### src/hdl/iac_pkg.sv
`timescale 1ns / 1ps
package iac_pkg;

  localparam int unsigned NumPaths          = 12;
  localparam int unsigned NumTurns          = 3;
  localparam int unsigned PathIdxW          = 4;
  localparam int unsigned MaxPerPathDefault = 15;
  localparam logic [7:0]  PhaseTicksReset   = 8'd40;

  // direction codes
  localparam logic [1:0] DirNorth = 2'd0;
  localparam logic [1:0] DirSouth = 2'd1;
  localparam logic [1:0] DirEast  = 2'd2;
  localparam logic [1:0] DirWest  = 2'd3;

  // turn codes; code three names no movement
  localparam logic [1:0] TurnStraight = 2'd0;
  localparam logic [1:0] TurnLeft     = 2'd1;
  localparam logic [1:0] TurnRight    = 2'd2;
  localparam logic [1:0] TurnNone     = 2'd3;

  typedef enum logic [1:0] {
    CMD_REQUEST = 2'd0,
    CMD_LEAVE   = 2'd1,
    CMD_TICK    = 2'd2,
    CMD_PREEMPT = 2'd3
  } cmd_e;

  typedef enum logic [1:0] {
    PH_NS  = 2'd0,
    PH_EW  = 2'd1,
    PH_EMG = 2'd2
  } phase_e;

  typedef enum logic [1:0] {
    ST_IDLE,
    ST_SCAN,
    ST_EXEC
  } state_e;

  typedef struct packed {
    logic load_in;
    logic scan_step;
    logic execute;
  } ctrl_cmd_t;

  typedef struct packed {
    logic scan_last;
  } dp_status_t;

  function automatic logic [1:0] exit_of(input logic [1:0] d, input logic [1:0] m);
    logic [1:0] e;
    e = 2'd0;
    if (m == TurnStraight) begin
      e = d ^ 2'b01;
    end else if (m == TurnRight) begin
      case (d)
        DirNorth: e = DirWest;
        DirSouth: e = DirEast;
        DirEast:  e = DirNorth;
        default:  e = DirSouth;
      endcase
    end else begin
      case (d)
        DirNorth: e = DirEast;
        DirSouth: e = DirWest;
        DirEast:  e = DirSouth;
        default:  e = DirNorth;
      endcase
    end
    return e;
  endfunction

  function automatic logic opposite(input logic [1:0] a, input logic [1:0] b);
    return (a ^ b) == 2'b01;
  endfunction

  // left turn from a crosses straight traffic from b
  function automatic logic left_cuts(input logic [1:0] a, input logic [1:0] b);
    return (a == DirNorth && b == DirEast) || (a == DirEast && b == DirSouth) ||
           (a == DirSouth && b == DirWest) || (a == DirWest && b == DirNorth);
  endfunction

  function automatic logic conflicts(input logic [1:0] d1, input logic [1:0] m1,
                                     input logic [1:0] d2, input logic [1:0] m2);
    logic c;
    c = 1'b0;
    if (d1 == d2) begin
      c = 1'b1;
    end else if (exit_of(d1, m1) == exit_of(d2, m2)) begin
      c = 1'b1;
    end else if (m1 == TurnRight || m2 == TurnRight) begin
      c = 1'b0;
    end else if (m1 == TurnStraight && m2 == TurnStraight) begin
      c = !opposite(d1, d2);
    end else if (m1 == TurnLeft && m2 == TurnStraight) begin
      c = left_cuts(d1, d2);
    end else if (m1 == TurnStraight && m2 == TurnLeft) begin
      c = left_cuts(d2, d1);
    end else if (m1 == TurnLeft && m2 == TurnLeft) begin
      c = opposite(d1, d2);
    end
    return c;
  endfunction

endpackage

### src/hdl/iac_ctrl.sv
`timescale 1ns / 1ps
module iac_ctrl (
  input  logic               clk_i,
  input  logic               rst_ni,
  input  logic               in_valid_i,
  output logic               in_stall_o,
  output logic               out_valid_o,
  input  logic               out_stall_i,
  output iac_pkg::ctrl_cmd_t cmd_o,
  input  iac_pkg::dp_status_t status_i
);
  import iac_pkg::*;

  state_e state_q, state_d;
  logic   out_valid_q, out_valid_d;
  logic   out_free;

  assign out_free = !out_valid_q || !out_stall_i;

  always_comb begin
    state_d = state_q;
    case (state_q)
      ST_IDLE: begin
        if (in_valid_i) state_d = ST_SCAN;
      end
      ST_SCAN: begin
        if (status_i.scan_last) state_d = ST_EXEC;
      end
      ST_EXEC: begin
        if (out_free) state_d = ST_IDLE;
      end
      default: state_d = ST_IDLE;
    endcase
  end

  always_comb begin
    in_stall_o      = (state_q != ST_IDLE);
    cmd_o.load_in   = (state_q == ST_IDLE) && in_valid_i;
    cmd_o.scan_step = (state_q == ST_SCAN);
    cmd_o.execute   = (state_q == ST_EXEC) && out_free;
    out_valid_d     = cmd_o.execute || (out_valid_q && out_stall_i);
  end

  always_ff @(posedge clk_i or negedge rst_ni) begin
    if (!rst_ni) begin
      state_q     <= ST_IDLE;
      out_valid_q <= 1'b0;
    end else begin
      state_q     <= state_d;
      out_valid_q <= out_valid_d;
    end
  end

  assign out_valid_o = out_valid_q;

  a_accept_scans: assert property (@(posedge clk_i) disable iff (!rst_ni)
    cmd_o.load_in |=> state_q == ST_SCAN)
    else $error("accepted transaction did not start the scan");

  a_scan_to_exec: assert property (@(posedge clk_i) disable iff (!rst_ni)
    (state_q == ST_SCAN && status_i.scan_last) |=> state_q == ST_EXEC)
    else $error("scan end did not move to update");

  a_exec_shows: assert property (@(posedge clk_i) disable iff (!rst_ni)
    cmd_o.execute |=> out_valid_q)
    else $error("update without a result transaction");

  a_no_overwrite: assert property (@(posedge clk_i) disable iff (!rst_ni)
    cmd_o.execute |-> (!out_valid_q || !out_stall_i))
    else $error("result overwritten while stalled");

endmodule

### src/hdl/iac_datapath.sv
`timescale 1ns / 1ps
module iac_datapath #(
  parameter int unsigned MaxPerPath = iac_pkg::MaxPerPathDefault
) (
  input  logic                clk_i,
  input  logic                rst_ni,
  input  iac_pkg::ctrl_cmd_t  cmd_i,
  output iac_pkg::dp_status_t status_o,
  input  logic [1:0]          command_i,
  input  logic [1:0]          entry_direction_i,
  input  logic [1:0]          turn_i,
  input  logic                emergency_vehicle_i,
  input  logic                cfg_we_i,
  input  logic [7:0]          cfg_data_i,
  output logic                granted_o,
  output logic [1:0]          light_phase_o,
  output logic                emerg_active_o,
  output logic [7:0]          occupancy_total_o
);
  import iac_pkg::*;

  localparam int unsigned CntW = $clog2(MaxPerPath + 1);
  localparam int unsigned OccW = $clog2(NumPaths * MaxPerPath + 1);
  localparam logic [CntW-1:0] CntMax = CntW'(MaxPerPath);
  localparam logic [PathIdxW-1:0] LastIdx = PathIdxW'(NumPaths - 1);

  // latched transaction
  cmd_e       cmd_q;
  logic [1:0] dir_q, trn_q;
  logic       emv_q;

  // intersection state
  logic [CntW-1:0] path_q [NumPaths];
  logic [OccW-1:0] occ_q, occ_d;
  phase_e          phase_q, phase_d;
  logic            emerg_q, emerg_d;
  logic            clear_q, clear_d;
  logic [7:0]      timer_q, timer_d;
  logic [7:0]      ticks_q;

  // scan over the path counters
  logic [PathIdxW-1:0] scan_q;
  logic [1:0]          sdir_q, sturn_q;
  logic                conflict_q;
  logic [CntW-1:0]     own_q;
  logic [CntW-1:0]     scan_cnt;
  logic [PathIdxW-1:0] idx;

  // update
  logic            grant;
  logic            below, turn_ok;
  phase_e          want;
  logic            path_wr;
  logic [CntW-1:0] path_wr_val;
  logic [7:0]      timer_inc;
  logic [OccW+7:0] occ_wide;

  logic       out_grant_q;
  phase_e     out_phase_q;
  logic       out_emerg_q;
  logic [7:0] out_occ_q;

  assign idx = {1'b0, dir_q, 1'b0} + {2'b00, dir_q} + {2'b00, trn_q};
  assign scan_cnt = path_q[scan_q];
  assign status_o.scan_last = (scan_q == LastIdx);

  always_ff @(posedge clk_i) begin
    if (cmd_i.load_in) begin
      cmd_q <= cmd_e'(command_i);
      dir_q <= entry_direction_i;
      trn_q <= turn_i;
      emv_q <= emergency_vehicle_i;
    end
  end

  always_ff @(posedge clk_i or negedge rst_ni) begin
    if (!rst_ni) begin
      scan_q     <= '0;
      sdir_q     <= '0;
      sturn_q    <= '0;
      conflict_q <= 1'b0;
      own_q      <= '0;
    end else if (cmd_i.load_in) begin
      scan_q     <= '0;
      sdir_q     <= '0;
      sturn_q    <= '0;
      conflict_q <= 1'b0;
      own_q      <= '0;
    end else if (cmd_i.scan_step) begin
      if (!status_o.scan_last) begin
        scan_q <= scan_q + PathIdxW'(1);
        if (sturn_q == 2'(NumTurns - 1)) begin
          sturn_q <= '0;
          sdir_q  <= sdir_q + 2'd1;
        end else begin
          sturn_q <= sturn_q + 2'd1;
        end
      end
      if (scan_cnt != '0 && conflicts(dir_q, trn_q, sdir_q, sturn_q)) conflict_q <= 1'b1;
      if (scan_q == idx) own_q <= scan_cnt;
    end
  end

  always_comb begin
    path_wr     = 1'b0;
    path_wr_val = own_q;
    occ_d       = occ_q;
    phase_d     = phase_q;
    emerg_d     = emerg_q;
    clear_d     = clear_q;
    timer_d     = timer_q;
    grant       = 1'b0;
    timer_inc   = timer_q + 8'd1;
    below       = own_q < CntMax;
    turn_ok     = (trn_q != TurnNone);
    want        = dir_q[1] ? PH_EW : PH_NS;
    case (cmd_q)
      CMD_REQUEST: begin
        if (turn_ok) begin
          if (emv_q) begin
            if (!emerg_q) begin
              emerg_d = 1'b1;
              clear_d = 1'b1;
              phase_d = PH_EMG;
            end
            if (clear_d) begin
              if (occ_q == '0 && below) begin
                clear_d = 1'b0;
                grant   = 1'b1;
              end
            end else if (below) begin
              grant = 1'b1;
            end
          end else if (!emerg_q && below && phase_q == want && !conflict_q) begin
            grant = 1'b1;
          end
          if (grant) begin
            path_wr     = 1'b1;
            path_wr_val = own_q + CntW'(1);
            occ_d       = occ_q + OccW'(1);
          end
        end
      end
      CMD_LEAVE: begin
        if (turn_ok) begin
          if (own_q != '0) begin
            path_wr     = 1'b1;
            path_wr_val = own_q - CntW'(1);
            occ_d       = occ_q - OccW'(1);
          end
          if (emv_q && emerg_q) begin
            emerg_d = 1'b0;
            clear_d = 1'b0;
            phase_d = PH_NS;
            timer_d = 8'd0;
          end
        end
      end
      CMD_TICK: begin
        if (!emerg_q) begin
          timer_d = timer_inc;
          if (timer_inc >= ticks_q) begin
            phase_d = (phase_q == PH_NS) ? PH_EW : PH_NS;
            timer_d = 8'd0;
          end
        end
      end
      CMD_PREEMPT: begin
        emerg_d = 1'b1;
        phase_d = PH_EMG;
      end
      default: ;
    endcase
    occ_wide = {8'h00, occ_d};
  end

  always_ff @(posedge clk_i or negedge rst_ni) begin
    if (!rst_ni) begin
      for (int i = 0; i < NumPaths; i++) path_q[i] <= '0;
      occ_q   <= '0;
      phase_q <= PH_NS;
      emerg_q <= 1'b0;
      clear_q <= 1'b0;
      timer_q <= 8'd0;
    end else if (cmd_i.execute) begin
      if (path_wr) path_q[idx] <= path_wr_val;
      occ_q   <= occ_d;
      phase_q <= phase_d;
      emerg_q <= emerg_d;
      clear_q <= clear_d;
      timer_q <= timer_d;
    end
  end

  always_ff @(posedge clk_i or negedge rst_ni) begin
    if (!rst_ni) begin
      ticks_q <= PhaseTicksReset;
    end else if (cfg_we_i) begin
      ticks_q <= cfg_data_i;
    end
  end

  always_ff @(posedge clk_i) begin
    if (cmd_i.execute) begin
      out_grant_q <= grant;
      out_phase_q <= phase_d;
      out_emerg_q <= emerg_d;
      out_occ_q   <= occ_wide[7:0];
    end
  end

  assign granted_o         = out_grant_q;
  assign light_phase_o     = out_phase_q;
  assign emerg_active_o    = out_emerg_q;
  assign occupancy_total_o = out_occ_q;

  a_emerg_phase: assert property (@(posedge clk_i) disable iff (!rst_ni)
    emerg_q |-> phase_q == PH_EMG)
    else $error("emergency active without emergency phase");

  a_clear_needs_emerg: assert property (@(posedge clk_i) disable iff (!rst_ni)
    clear_q |-> emerg_q)
    else $error("clearing without emergency");

  a_grant_below_max: assert property (@(posedge clk_i) disable iff (!rst_ni)
    (cmd_i.execute && grant) |-> (own_q < CntMax && cmd_q == CMD_REQUEST))
    else $error("grant on a full path or non-request");

endmodule

### src/hdl/intersection_admission_controller.sv
`timescale 1ns / 1ps
// Channel   Direction  Handshake                 Payload
// input     in         in_valid_i / in_stall_o   command, entry_direction, turn, emergency_vehicle
// result    out        out_valid_o / out_stall_i granted, light_phase, emerg_active,
//                                                occupancy_total
// config    in         cfg_valid_i / cfg_ready_o cfg_data_i (phase_ticks)
//
// One input transaction is accepted, then the 12 path counters are scanned (one counter
// per cycle for the conflict check), then the update is done.
// The update waits while a previous result is still stalled in the output register.
// Reset (rst_ni low, asynchronous) empties all paths, selects green north-south and
// sets phase_ticks to 40. Configuration is always ready.
module intersection_admission_controller #(
  parameter int unsigned MaxPerPath = iac_pkg::MaxPerPathDefault
) (
  input  logic       clk_i,
  input  logic       rst_ni,
  input  logic       in_valid_i,
  output logic       in_stall_o,
  input  logic [1:0] command_i,
  input  logic [1:0] entry_direction_i,
  input  logic [1:0] turn_i,
  input  logic       emergency_vehicle_i,
  output logic       out_valid_o,
  input  logic       out_stall_i,
  output logic       granted_o,
  output logic [1:0] light_phase_o,
  output logic       emerg_active_o,
  output logic [7:0] occupancy_total_o,
  input  logic       cfg_valid_i,
  output logic       cfg_ready_o,
  input  logic [7:0] cfg_data_i
);
  import iac_pkg::*;

  ctrl_cmd_t  cmd;
  dp_status_t status;
  logic       cfg_we;

  assign cfg_ready_o = 1'b1;
  assign cfg_we      = cfg_valid_i && cfg_ready_o;

  iac_ctrl u_ctrl (
    .clk_i       (clk_i),
    .rst_ni      (rst_ni),
    .in_valid_i  (in_valid_i),
    .in_stall_o  (in_stall_o),
    .out_valid_o (out_valid_o),
    .out_stall_i (out_stall_i),
    .cmd_o       (cmd),
    .status_i    (status)
  );

  iac_datapath #(
    .MaxPerPath (MaxPerPath)
  ) u_datapath (
    .clk_i               (clk_i),
    .rst_ni              (rst_ni),
    .cmd_i               (cmd),
    .status_o            (status),
    .command_i           (command_i),
    .entry_direction_i   (entry_direction_i),
    .turn_i              (turn_i),
    .emergency_vehicle_i (emergency_vehicle_i),
    .cfg_we_i            (cfg_we),
    .cfg_data_i          (cfg_data_i),
    .granted_o           (granted_o),
    .light_phase_o       (light_phase_o),
    .emerg_active_o      (emerg_active_o),
    .occupancy_total_o   (occupancy_total_o)
  );

endmodule

### config.mk
export PLATFORM = sky130hd
export DESIGN_NAME = intersection_admission_controller
export DESIGN_NICKNAME = d
export VERILOG_FILES = /design/src/hdl/iac_pkg.sv /design/src/hdl/iac_ctrl.sv /design/src/hdl/iac_datapath.sv /design/src/hdl/intersection_admission_controller.sv
export SDC_FILE = /design/constraint.sdc
export NUM_CORES = 1
export LEC_CHECK = 0
export BUFFER_PORTS_ARGS = -buffer_cell sky130_fd_sc_hd__buf_4
export CORE_ASPECT_RATIO = 0.75
export CORE_MARGIN = 2
export CORE_UTILIZATION = 40
export DETAILED_ROUTE_END_ITERATION = 6
export GPL_TIMING_DRIVEN = 1
export PLACE_DENSITY_LB_ADDON = 0.25
export SLEW_MARGIN = 0
export SYNTH_ARGS = -nofsm -noshare
export SYNTH_HDL_FRONTEND = slang
export SYNTH_SLANG_ARGS = --single-unit
### constraint.sdc
create_clock -name clk_i -period 3.4 [get_ports clk_i]
set_clock_uncertainty 0.2 [all_clocks]
set_input_delay 0.34 -clock clk_i [delete_from_list [all_inputs] [get_ports clk_i]]
set_output_delay 0.34 -clock clk_i [all_outputs]
set_load 0.01 [all_outputs]
=== After elaboration in Yosys (flattened, before gate mapping) ===
Cells that the tools add are included.

* Input port bits: 20
* Logic and storage cells: 249
* Bits in registers: 111
* Output and inout bits: 15

* Reductions and logical operators: 62
* Multiplexer cells: 103
* $add $sub $neg: 10
* Equality and inequality tests: 31
* $lt $le $gt $ge: 5
* Bitwise logic cells: 5

{| class="wikitable"
|+ Operators with widths
! operator !! number
|-
| $mux 8 || 8
|-
| $mux 2 || 28
|-
| $mux 4 || 13
|-
| $bwmux 48 || 1
|-
| $mux 1 || 39
|-
| $pmux 8 s2 || 2
|-
| $pmux 2 s3 || 5
|-
| $logic_and 1x1->1 || 22
|-
| $eq 2x2->1 const B || 9
|-
| $add 8x1->8 const B || 2
|-
| $bmux 4 s4 || 1
|-
| $demux 4 s4 || 1
|-
| $eq 2x1->1 const B || 7
|-
| $logic_not 2->1 || 7
|-
| $reduce_bool 2->1 || 7
|-
| $ne 2x1->1 const B || 6
|-
| $ge 5x5->1 const B || 2
|-
| $not 4->5 || 2
|-
| $reduce_and 2->1 || 5
|-
| $logic_or 1x1->1 || 9
|-
| $add 4x1->4 const B || 2
|-
| $ge 8x8->1 || 1
|-
| $logic_not 8->1 || 1
|-
| $ne 2x2->1 const B || 4
|-
| 21 further kinds || 32
|}

=== Depth between registers and ports, before layout ===
* Depth in word-level cells: 17
* Gate-level depth with buffers: 10
* Depth with buffers taken out: 9

=== Modules after synthesis ===
From an unflattened synthesis, not the netlist that was laid out.

* Cells, all modules: 566
* Area total of the unflattened synthesis: 6,291.0 um^2

{| class="wikitable"
|+ Modules (own cells, without submodules)
! module !! sequential area each (um^2) !! area an instance (um^2) !! cells an instance !! times used
|-
| iac_datapath || 2,800.2 || 6,124.6 || 548 || 1
|-
| iac_ctrl || 75.1 || 155.1 || 16 || 1
|-
| intersection_admission_controller || 0.0 || 11.3 || 2 || 1
|}

=== Least setup slack after synthesis ===
OpenSTA, ideal clock, no wires.

* Path kind: flip-flop to flip-flop
* Start: register u_datapath.dir_q[0]
* End: register u_datapath.path_q[12] (netlist name)
* Buffers on the path: 1
* Arrival time: 2,781 ps
* Slack: 291 ps
* Cell stages (with the launch flop): 9
* Library setup time: 128 ps
* Period minus slack after synthesis: 3,109 ps
* Data required time: 3,072 ps
* Path through: edfxtp_1 fa_1 ha_1 inv_1 fa_1 nand2b_1 or4_1 clkbuf_1 mux2_1

* Word-level cells in the longest chain between the ends: 8
* Elaborated cells on any way between the ends: 9
* Those cells by class: add/sub: 2; order compare: 2; mux: 3; bitwise: 1; reduce/logical: 1

{| class="wikitable"
|+ Ends and longest elaborated chain
! element !! RTL line !! RTL
|-
| start: declaration || iac_datapath.sv:29 || <nowiki>logic [1:0] dir_q, trn_q;</nowiki>
|-
| start signal: assignment || iac_datapath.sv:70 || <nowiki>dir_q <= entry_direction_i;</nowiki>
|-
| $add 3x2->4 * || iac_datapath.sv:63 || <nowiki>assign idx = {1'b0, dir_q, 1'b0} + {2'b00, dir_q} + {2'b00, trn_q};</nowiki>
|-
| $add 4x2->4 * || iac_datapath.sv:63 ||
|-
| $not 4->5 (not written as such) * || iac_datapath.sv:186 || <nowiki>if (path_wr) path_q[idx] <= path_wr_val;</nowiki>
|-
| $ge 5x5->1 (not written as such) / $lt 5x1->1 (equally long branches) || iac_datapath.sv:186 ||
|-
| $logic_and 1x1->1 (not written as such) || iac_datapath.sv:186 ||
|-
| $mux 4 (not written as such) || iac_datapath.sv:186 ||
|-
| $demux 4 s4 * || iac_datapath.sv:186 ||
|-
| $bwmux 48 * || iac_datapath.sv:186 ||
|-
| end signal: indexed assignment || iac_datapath.sv:186 ||
|-
| end: declaration || iac_datapath.sv:33 || <nowiki>logic [CntW-1:0] path_q [NumPaths];</nowiki>
|}

Mark *: on every way between the ends. The rest lies on a longest branch, timed or not.
A chain may end at the register's enable or synchronous reset.

=== Worst setup path in the final report ===
* Start: register u_datapath.trn_q[1]
* End: register u_datapath.path_q[12] (netlist name)

* Word-level cells in the longest chain between the ends: 7
* Elaborated cells on any way between the ends: 16
* Those cells by class: add/sub: 1; order compare: 2; eq/ne: 1; mux: 9; bitwise: 1; reduce/logical: 2

{| class="wikitable"
|+ Ends and longest elaborated chain
! element !! RTL line !! RTL
|-
| start: declaration || iac_datapath.sv:29 ||
|-
| start signal: assignment || iac_datapath.sv:71 || <nowiki>trn_q <= turn_i;</nowiki>
|-
| $add 4x2->4 || iac_datapath.sv:63 ||
|-
| $not 4->5 (not written as such) || iac_datapath.sv:186 ||
|-
| $ge 5x5->1 (not written as such) / $lt 5x1->1 (equally long branches) || iac_datapath.sv:186 ||
|-
| $logic_and 1x1->1 (not written as such) || iac_datapath.sv:186 ||
|-
| $mux 4 (not written as such) || iac_datapath.sv:186 ||
|-
| $demux 4 s4 || iac_datapath.sv:186 ||
|-
| $bwmux 48 || iac_datapath.sv:186 ||
|}

Parallel ways exist; a longest one is shown, timed or not.

==> metrics.csv <==
stage;metric;value;unit
layout;Nets;646;
floorplanning;Die W;148;um
cts;clock root buffer;clkbuf_16;
cts;TritonCTS clock tree;done;
layout;antenna cells;0;
timing;slew margin rel.;0.485;
floorplanning;I/O Pins;35;
yosys;commonest cells in the netlist;dfrtp_1, nand2_1, mux2_2, nor2_1, ha_1;
timing;RSZ-0062 raised after global routing;false;
run;max-cap viol count;0;
layout;share of post-route cells with drive strength above 1;0.228;
grt;vias in the first global route;4445;
critical_path;CP delay by family, top;adder cells;
critical_path;critical path required time;3.43;ns
yosys;Yosys cell types;67;
power;Pwr per Cell Area;588;mW/mm^2
yosys;Post-Syn Area per Cell;11.2;sq um
timing;Final setup viols;0;
grt;first-pass GRT wire length;23.3;mm
power;Pleak;3.23;nW
cts;clk_lat worst skew;0.35;ns
cts;Clock Tree Buf Depth;2;
critical_path;critical path fanouts, max;7;
drt;DRT Pass-1 Iters;5;
worst_hold_path;min-delay worst type;in2reg;
drt;WL per Instance;16.9;um
place;Cell Area, Placed;0.00667;sq mm
layout;Final Instance Area;0.00713;sq mm
status;outcome;finished, final reports clean;
cts;level count of the clock H-tree;3;
yosys;top area cells in the synthesized netlist;dfrtp_1, edfxtp_1, mux2_2;
cts;cts bufs inserted;9;
yosys;Synth area leader;dfrtp_1;
floorplanning;full die area;0.0165;sq mm
drt;DR vias;4438;
timing;post-route setup TNS;0;ns
yosys;cells after synthesis;554;
drt;final wirelength;13.7;mm
yosys;Post-Syn Area;0.00618;sq mm
grt;GRT overflow;0;
floorplanning;row cnt;39;
critical_path;CP max stage cell;fa_1;
critical_path;crit path DAT;3.28;ns
floorplanning;chip height;112;um
timing;worst-margin pin slew;0.773;ns
drt;DRT antenna net count;0;
place;HPWL after DPL;9.91;mm
place;port bufs;33;
timing;Period Utilization, post-route;0.955;
grt;initial antenna violation count;0;
yosys;Yosys reg bits;111;
timing;max-slew violation total from the final report;0;
critical_path;ordered list of cells on the worst path;fa_1, ha_1, inv_1, fa_1, nand2b_1, or4_1, mux2_1;
cts;Worst-path clk slew;0.08;ns
yosys;Synth top area share;0.364;
cts;CTS sink count;111;
drt;initial DRC count;313;
timing;Final Critical Period;3.25;ns
critical_path;Startpoint Class;flop;
grt;Total Routing Usage GR;0.176;
place;routability cong.;0.843;
drt;vias per std cell;5.49;
floorplanning;total core area;0.0152;sq mm
yosys;ys async rst share;0.829;
floorplanning;starting density of the core;0.407;
timing;Final Hold Viols;0;
layout;Layout area overhead;15.4;%
timing;fmax;308;MHz
drt;Remaining DRCs;0;
yosys;EDFF count, synth;19;
grt;largest net degree at the start of global routing;58;
yosys;register area share after synthesis;0.465;
critical_path;CP max stage delay;0.62;ns
critical_path;Buf+Inv Stages, Crit Path;1;
yosys;YS warnings;0;
power;maximum vdd drop;0.281;mV
yosys;Syn Nets;601;
critical_path;WS Path Type;reg2reg;
yosys;prevailing post-synth register cell;dfrtp_1;
critical_path;Top cell by count, worst path;fa_1;
critical_path;crit end category;flop;
yosys;most frequent cell after synthesis;dfrtp_1;
==> report_power, final <==
part,total (W),switching (W),internal (W)
clock,0.00116,0.000491,0.000667
combinational,0.00127,0.000709,0.000564
sequential,0.00176,0.000239,0.00152
==> what timing repair did <==
item,in CTS,in global routing
resized for setup,0,0
hold buffers,11,0
endpoints found under the hold margin,63,0
setup endpoints to repair,0,1
buffers inserted,0,2
==> tightest hold or removal path, stage by stage <==
cell     delay, ns
buf_4         0.08
nand2_1       0.04
o21ai_0       0.07
==> final timing paths <==
kind / from / end / slack [ns] / cells after the start
max: u_datapath.trn_q[1] / u_datapath.path_q[12] / 0.15 / 7
min: cfg_data_i[3] / u_datapath.ticks_q[3] / 0.01 / 3
max reg2reg: u_datapath.trn_q[1] / u_datapath.path_q[12] / 0.15 / 7
min reg2reg: u_datapath.path_q[17] / u_datapath.path_q[17] / 0.31 / 1
max in group asynchronous: rst_ni / u_datapath.path_q[2] / 1.82 / 3
min in group asynchronous: rst_ni / u_datapath.ticks_q[0] / 0.41 / 2
==> metrics by stage <==
stage                util  hold slack (ns)  setup slack (ns)  instances  total power [W]
finish              0.470          0.00993             0.152        809          0.00419
global route        0.470           0.0205           0.00849        809          0.00447
CTS                 0.469          0.00156             0.132        807          0.00423
detailed placement  0.440            0.274             0.139        780          0.00304
global placement    0.440            0.262             0.225        780          0.00300
floorplan               -           -0.156             0.291        554          0.00261
==> layer usage <==
layer	up-vias	wire length (um)	track usage	share of wire
li1	2086	-	-	-
met1	2222	7020	0.270	0.51
met2	118	5970	0.256	0.44
met3	12	535	0.0324	0.039
met4	0	134	0.0417	0.0098
met5	-	0	0	0
==> registers in the layout, summed over array words and instances (netlist names), 4 cells and up <==
register,flops
u_datapath.path_q,48
u_datapath.occ_q,8
u_datapath.occupancy_total_o,8
u_datapath.ticks_q,8
u_datapath.timer_q,8
u_datapath.own_q,4
u_datapath.scan_q,4
==> cell families (layout without fill, tap and decap cells) <==
group,Yosys count,count (layout),share of synthesized area
xor gates and xnor gates,33,33,0.0468
DFF,111,111,0.465
buffers and inverters,54,104,0.0391
muxes,69,69,0.151
and+or+nand+nor,175,175,0.144
adders and majority gates,27,27,0.0571
AOI/OAI and AO/OA,84,84,0.0963
other,1,1,0.000607
==> cell type report <==
cell class	instances	area (sq um)
Inverter	27	101
Multi-Input combinational cell	389	3070
Sequential cell	111	2880
Tap cell	205	256
Fill cell	1409	8040
Timing Repair Buffer	61	498
Clock buffer	12	279
Clock inverter	4	56.3
==> layout by cell type (no fill, tap or decap), drive strengths merged, types with 11 or more instances in the layout <==
master / Yosys / final
nor2: 35 / 35
clkbuf: 20 / 12
ha: 25 / 25
inv: 24 / 25
nand2: 59 / 59
xnor2: 22 / 22
o21ai: 20 / 20
mux2: 50 / 50
mux4: 12 / 12
edfxtp: 19 / 19
dlygate4sd3: 0 / 11
dfrtp: 90 / 90
buf: 7 / 50
a21oi: 16 / 16
nor3: 14 / 14
xor2: 11 / 11
nand3: 16 / 16
(Power assumes the default switching activity.)
